`config.mk`:
```
export PLATFORM = sky130hd
export DESIGN_NAME = hst_probe
export DESIGN_NICKNAME = d
export VERILOG_FILES = /design/src/sv/hst_pkg.sv /design/src/sv/hst_probe.sv
export SDC_FILE = /design/constraint.sdc
export NUM_CORES = 1
export LEC_CHECK = 0
export BUFFER_PORTS_ARGS = -buffer_cell sky130_fd_sc_hd__buf_2
export CORE_UTILIZATION = 55
export DETAILED_ROUTE_END_ITERATION = 10
export PLACE_DENSITY_LB_ADDON = 0.25
export SLEW_MARGIN = 20
export SYNTH_ARGS = -nofsm -noshare
export SYNTH_HDL_FRONTEND = slang
export SYNTH_SLANG_ARGS = --single-unit
```
`constraint.sdc`:
```
create_clock -name vclk -period 5.3
set_input_delay 1.06 -clock vclk [all_inputs]
set_output_delay 1.06 -clock vclk [all_outputs]
set_load 0.05 [all_outputs]
```
`src/sv/hst_pkg.sv`:
```
// Package for the hashed slot table: sizes, request and status codes, the controller
// state type and the probe descriptor shared by the probe unit and the top level.
// Depends on nothing.
`default_nettype none

package hst_pkg;

  localparam int TABLE_SLOTS = 4096;
  localparam int SLOT_W      = 12;
  localparam int LIM_W       = 13;
  localparam int KEY_W       = 48;
  localparam int HASH_W      = 31;
  localparam int ATT_W       = 13;
  localparam int LINE_LOG    = 2;
  localparam int MIN_WIDTH   = 8;
  localparam int BIAS        = (1 << (MIN_WIDTH + LINE_LOG)) - 1;
  // Only the first three probe widths can land inside a table of this size.
  localparam int HASH_ATT    = 12;
  localparam int HLO_W       = MIN_WIDTH + 2;
  localparam int HV_W        = 14;

  localparam logic [HV_W-1:0] BASE_W8  = HV_W'((1 << (MIN_WIDTH + LINE_LOG)) - BIAS);
  localparam logic [HV_W-1:0] BASE_W9  = HV_W'((1 << (MIN_WIDTH + 1 + LINE_LOG)) - BIAS);
  localparam logic [HV_W-1:0] BASE_W10 = HV_W'((1 << (MIN_WIDTH + 2 + LINE_LOG)) - BIAS);

  localparam logic [LIM_W-1:0] LIMIT_MIN   = LIM_W'(1);
  localparam logic [LIM_W-1:0] LIMIT_RESET = LIM_W'(TABLE_SLOTS);

  typedef enum logic [1:0] {
    REQ_INSERT = 2'd0,
    REQ_FREE   = 2'd1,
    REQ_READ   = 2'd2,
    REQ_NONE   = 2'd3
  } req_t;

  typedef enum logic [1:0] {
    STAT_NEW     = 2'd0,
    STAT_PRESENT = 2'd1,
    STAT_FULL    = 2'd2,
    STAT_DONE    = 2'd3
  } status_t;

  typedef enum logic [2:0] {
    ST_CLEAR,
    ST_IDLE,
    ST_PROBE,
    ST_CHECK,
    ST_READ,
    ST_RESULT
  } state_t;

  typedef struct packed {
    logic              full;
    logic              skip;
    logic [SLOT_W-1:0] idx;
  } probe_t;

endpackage

`default_nettype wire

```
`src/sv/hst_probe.sv`:
```
// Probe address unit: turns an attempt number, the low hash bits and the slot limit
// into the slot to probe, a skip or a full indication. Depends on hst_pkg.
`default_nettype none

module hst_probe (
  input  wire logic [hst_pkg::ATT_W-1:0] attempt,
  input  wire logic [hst_pkg::HLO_W-1:0] hash_lo,
  input  wire logic [hst_pkg::LIM_W-1:0] limit,
  output hst_pkg::probe_t                probe
);
  import hst_pkg::*;

  logic [HV_W-1:0] hv;
  logic [HV_W-1:0] fb;
  logic            use_hash;

  always_comb begin
    unique case (attempt[3:2])
      2'd0:    hv = BASE_W8  + HV_W'({hash_lo[7:0], attempt[1:0]});
      2'd1:    hv = BASE_W9  + HV_W'({hash_lo[8:0], attempt[1:0]});
      2'd2:    hv = BASE_W10 + HV_W'({hash_lo[9:0], attempt[1:0]});
      default: hv = '0;
    endcase
  end

  assign use_hash = (attempt < ATT_W'(HASH_ATT)) && (hv < HV_W'(limit));
  assign fb       = HV_W'(limit) - HV_W'(attempt);

  always_comb begin
    probe = '0;
    priority if (use_hash) begin
      probe.idx = hv[SLOT_W-1:0];
    end else if (attempt > limit) begin
      probe.full = 1'b1;
    end else if (attempt == '0) begin
      probe.skip = 1'b1;
    end else begin
      probe.idx = fb[SLOT_W-1:0];
    end
  end

endmodule

`default_nettype wire

```
# Word-level counts from Yosys, hierarchy flattened
# Cells that the tools add are included.
# word_totals
inputBits,36
elab_cells,19
out_inout_bits,14
register_bits,0
# classes
order_cmp,3
n_eq_ne,2
n_mux,7
n_addsub,4
reduce_logical,3
# ops
op,count
$pmux 13 s3,1
$mux 12,2
$add 12x12->13 const A,1
$gt 13x13->1,1
$logic_not 13->1,1
$lt 13x13->1,1
$lt 13x4->1 const B,1
$mux 13,1
$add 11x11->12 const A,1
$sub 12x12->12,1
$add 1x10->11 const A,1
$eq 2x1->1 const B,1
$eq 2x2->1 const B,1
$logic_not 2->1,1
$mux 1,2
$mux 2,1
$logic_and 1x1->1,1

# Logic depth before layout (Yosys ltp)
# logic_depth
word_depth,5
depth_mapped,14
ltp_nobuf,13

# Worst setup path before layout
# No wires, ideal clock.
# synth_timing
path_type,input-to-output
startpoint,input hash_lo[0] (netlist name)
endpoint,output probe[2] (netlist name)
arrival_time_ns,4.184
t_required_ns,4.240
path_buffers,1
cell_stages,13
slack_ns,0.056
cell_sequence,and3_1 and3_1 a21oi_1 xnor2_1 a2bb2oi_1 inv_1 ha_1 and4_1 nand2_1 o211ai_2 o211ai_2 buf_6 o21ai_0
# synth_lines
element,line,source
start: declaration,hst_probe.sv:7,"input wire logic [hst_pkg::HLO_W-1:0] hash_lo,"
end: declaration,hst_probe.sv:9,output hst_pkg::probe_t probe

==> flow_summary.yaml <==
layout:
  nFillCells: 255
  stdcell_count: 307
  utilization_pct: 70.2
  n_sequential_cell: 0
  seq_area_um2: 0
  final_cell_area_um2: 1920
  num-nets-final: 353
  drive_gt1_share_pct: 23.2
  area_delta_synth_final_pct: 21.6
  clock_buffers: 0
  insertedDiodeCount: 0
logic_synthesis:
  synth_top_family_by_area: "adder cells"
  synth_cell_type_count: 41
  synth_most_common_cell: "ha_1"
  synth_compound_area_share_pct: 26.9
  seq_area_frac_synth_pct: 0
  ys_top_cells_by_count: "ha_1 (38), inv_1 (29), nor2_1 (18), nand2_1 (16), o21ai_0 (16)"
  yosys.area_share.xor_xnor_pct: 9.44
  ys_top_cells_by_area: "ha_1 (30%), inv_1 (6.9%), o21ai_0 (5.1%), xnor2_1 (5.0%), a21oi_1 (4.8%)"
  yosys.area_share.simple_pct: 23.7
  synth.avg_cell_area_um2: 6.98
  syn-num-nets: 301
  muxShareOfSynthArea_pct: 0
  synth.largest_area_cell: "ha_1"
  synth_fa_ha_area_share_pct: 31.4
  netlist_area_um2: 1580
  yosys.area.top_type_share_pct: 30.1
  synth_cells: 226
  yosysWarnings: 0
cts:
  cts_hold_buf: 0
global_routing:
  grt_start_max_net_pins: 13
  grt_usage_pct: 27.5
  grt_overflow: 0
  antenna_found_initial: 0
  grt_pass1_wl_um: 7110
  grt_pass1_vias: 1641
job:
  cap_violations: 0
sta:
  post-route-period-util_pct: 95.6
  rsz0062_at_grt: "false"
  finalHoldViolations: 0
  tightest_slew_ns: 0.784
  setup_ws_ns: 0.231
  max_freq_mhz: 197
  period_minus_slack_ns: 5.07
  setup_tns_ns: 0
  setup_violations: 0
  drv_slew: 0
  max_slew_margin_pct: 47.3
placement:
  pre_cts_slack_ns: 0.152
  portBuffers: 50
  gp_congestion: 0.910
  hpwl_um: 3630
  dp_cells: 304
  postPlaceCellArea_um2: 1850
setup_path:
  crit_path_max_fanout: 5
  cp-start-kind: "input pin"
  critPathRequiredTime_ns: 4.24
  critPathTopFamily: "compound AO/OA/AOI/OAI gates"
  path_class: "input pin to output pin"
  path_cells: "buf_2, and3_1, and3_1, a21oi_2, xnor2_1, a2bb2oi_2, inv_1, ha_1, a21oi_1, o21ai_0, nor4_2, buf_4, o211ai_4, o211ai_2, o31ai_1, buf_2"
  crit_buf_inv: 4
  crit_slowest_cell: "ha_1"
  arrival_ns: 4.01
  critical_path.max_stage_delay_ns: 0.30
  endpoint_kind: "output pin"
power:
  powerDensity_nw_per_um2: 129
  p_leak_nw: 0.990
  ir_worst_vdd_mv: 0.109
floorplan:
  dieArea_um2: 3090
  start_util_pct: 57.7
  die_w_um: 55.6
  core_area_um2: 2730
  ioPinCount: 50
  fp-row-count: 19
  die-height_um: 55.6
drt:
  dr.pass1.iters: 5
  routed_wl_um: 4380
  dr.first_iter.drc_count: 108
  via_count: 1846
  vias_per_cell: 6.01
  drc: 0
  drtAntennaViolNets: 0
  wl_per_cell_um: 14.3
worst_hold_path:
  holdPathEnd: "probe[0]"
  whs_path_depth: 4
  min_path_type: "input pin to output pin"
  holdCritStartpoint: "limit[0]"
status:
  status: "complete, no violations"
[cells by family (layout without fill, tap and decap cells)]
logic type / after synthesis / in the layout
AO/OA/AOI/OAI: 62 / 63
XOR/XNOR: 17 / 17
adder cells (fa/ha/maj): 39 / 39
buffers and inverters: 33 / 82
AND/OR/NAND/NOR: 75 / 75
[cell type report]
| type | count | area (um^2) | area share, % |
|---|---|---|---|
| Inverter | 29 | 109 | 5.67 |
| Multi-Input combinational cell | 194 | 1500 | 78.0 |
| Tap cell | 31 | 38.8 | 2.02 |
| Timing Repair Buffer | 53 | 275 | 14.3 |
[what timing repair did]
action,CTS,global route
hold endpoints to repair,0,0
gates resized for setup,0,9
endpoints found under the setup margin,0,14
buffers inserted,0,2
[routing by layer]
metal / share of wire (%) / GRT usage (%) / vias to the layer above
met5: 0 / 0 / -
met4: 1.8 / 4.64 / 0
met3: 6.7 / 0.703 / 10
met2: 48 / 48.9 / 89
met1: 44 / 37.4 / 825
li1: - / - / 922
[worst max path at each step]
stage	start	endpoint	cells after the start
2_1_floorplan	hash_lo[0]	probe[2]	13
3_3_place_gp	attempt[0]	probe[5]	14
3_5_place_dp	attempt[0]	probe[7]	15
4_1_cts	attempt[0]	probe[5]	14
5_1_grt	attempt[0]	probe[5]	16
6_report	attempt[0]	probe[5]	16
[cell usage in the layout, fill, tap and decap left out, types with 3 or more instances in the layout]
master / n
buf_2: 49
ha_1: 38
inv_1: 29
nor2_1: 18
o21ai_0: 16
nand2_1: 16
a21oi_1: 14
nor3_1: 12
xnor2_1: 9
xor2_1: 8
nand4_1: 7
nand3_1: 6
and3_1: 5
a21o_1: 4
buf_4: 4
nor2b_1: 3
a211oi_1: 3
o21a_1: 3
[power breakdown]
part           leakage [nW]  internal [mW]  switching, mW
logic                 0.990         0.0825          0.166
registers                 0              0              0
clock network             0              0              0
[through the flow]
stage               hold WS [ns]  power [mW]
finish                      2.69       0.248
CTS                         2.68       0.240
global placement            2.67       0.237
global route                2.70       0.270
detailed placement          2.67       0.239
floorplan                   2.45       0.179
Power figures use the tool's default switching activity.
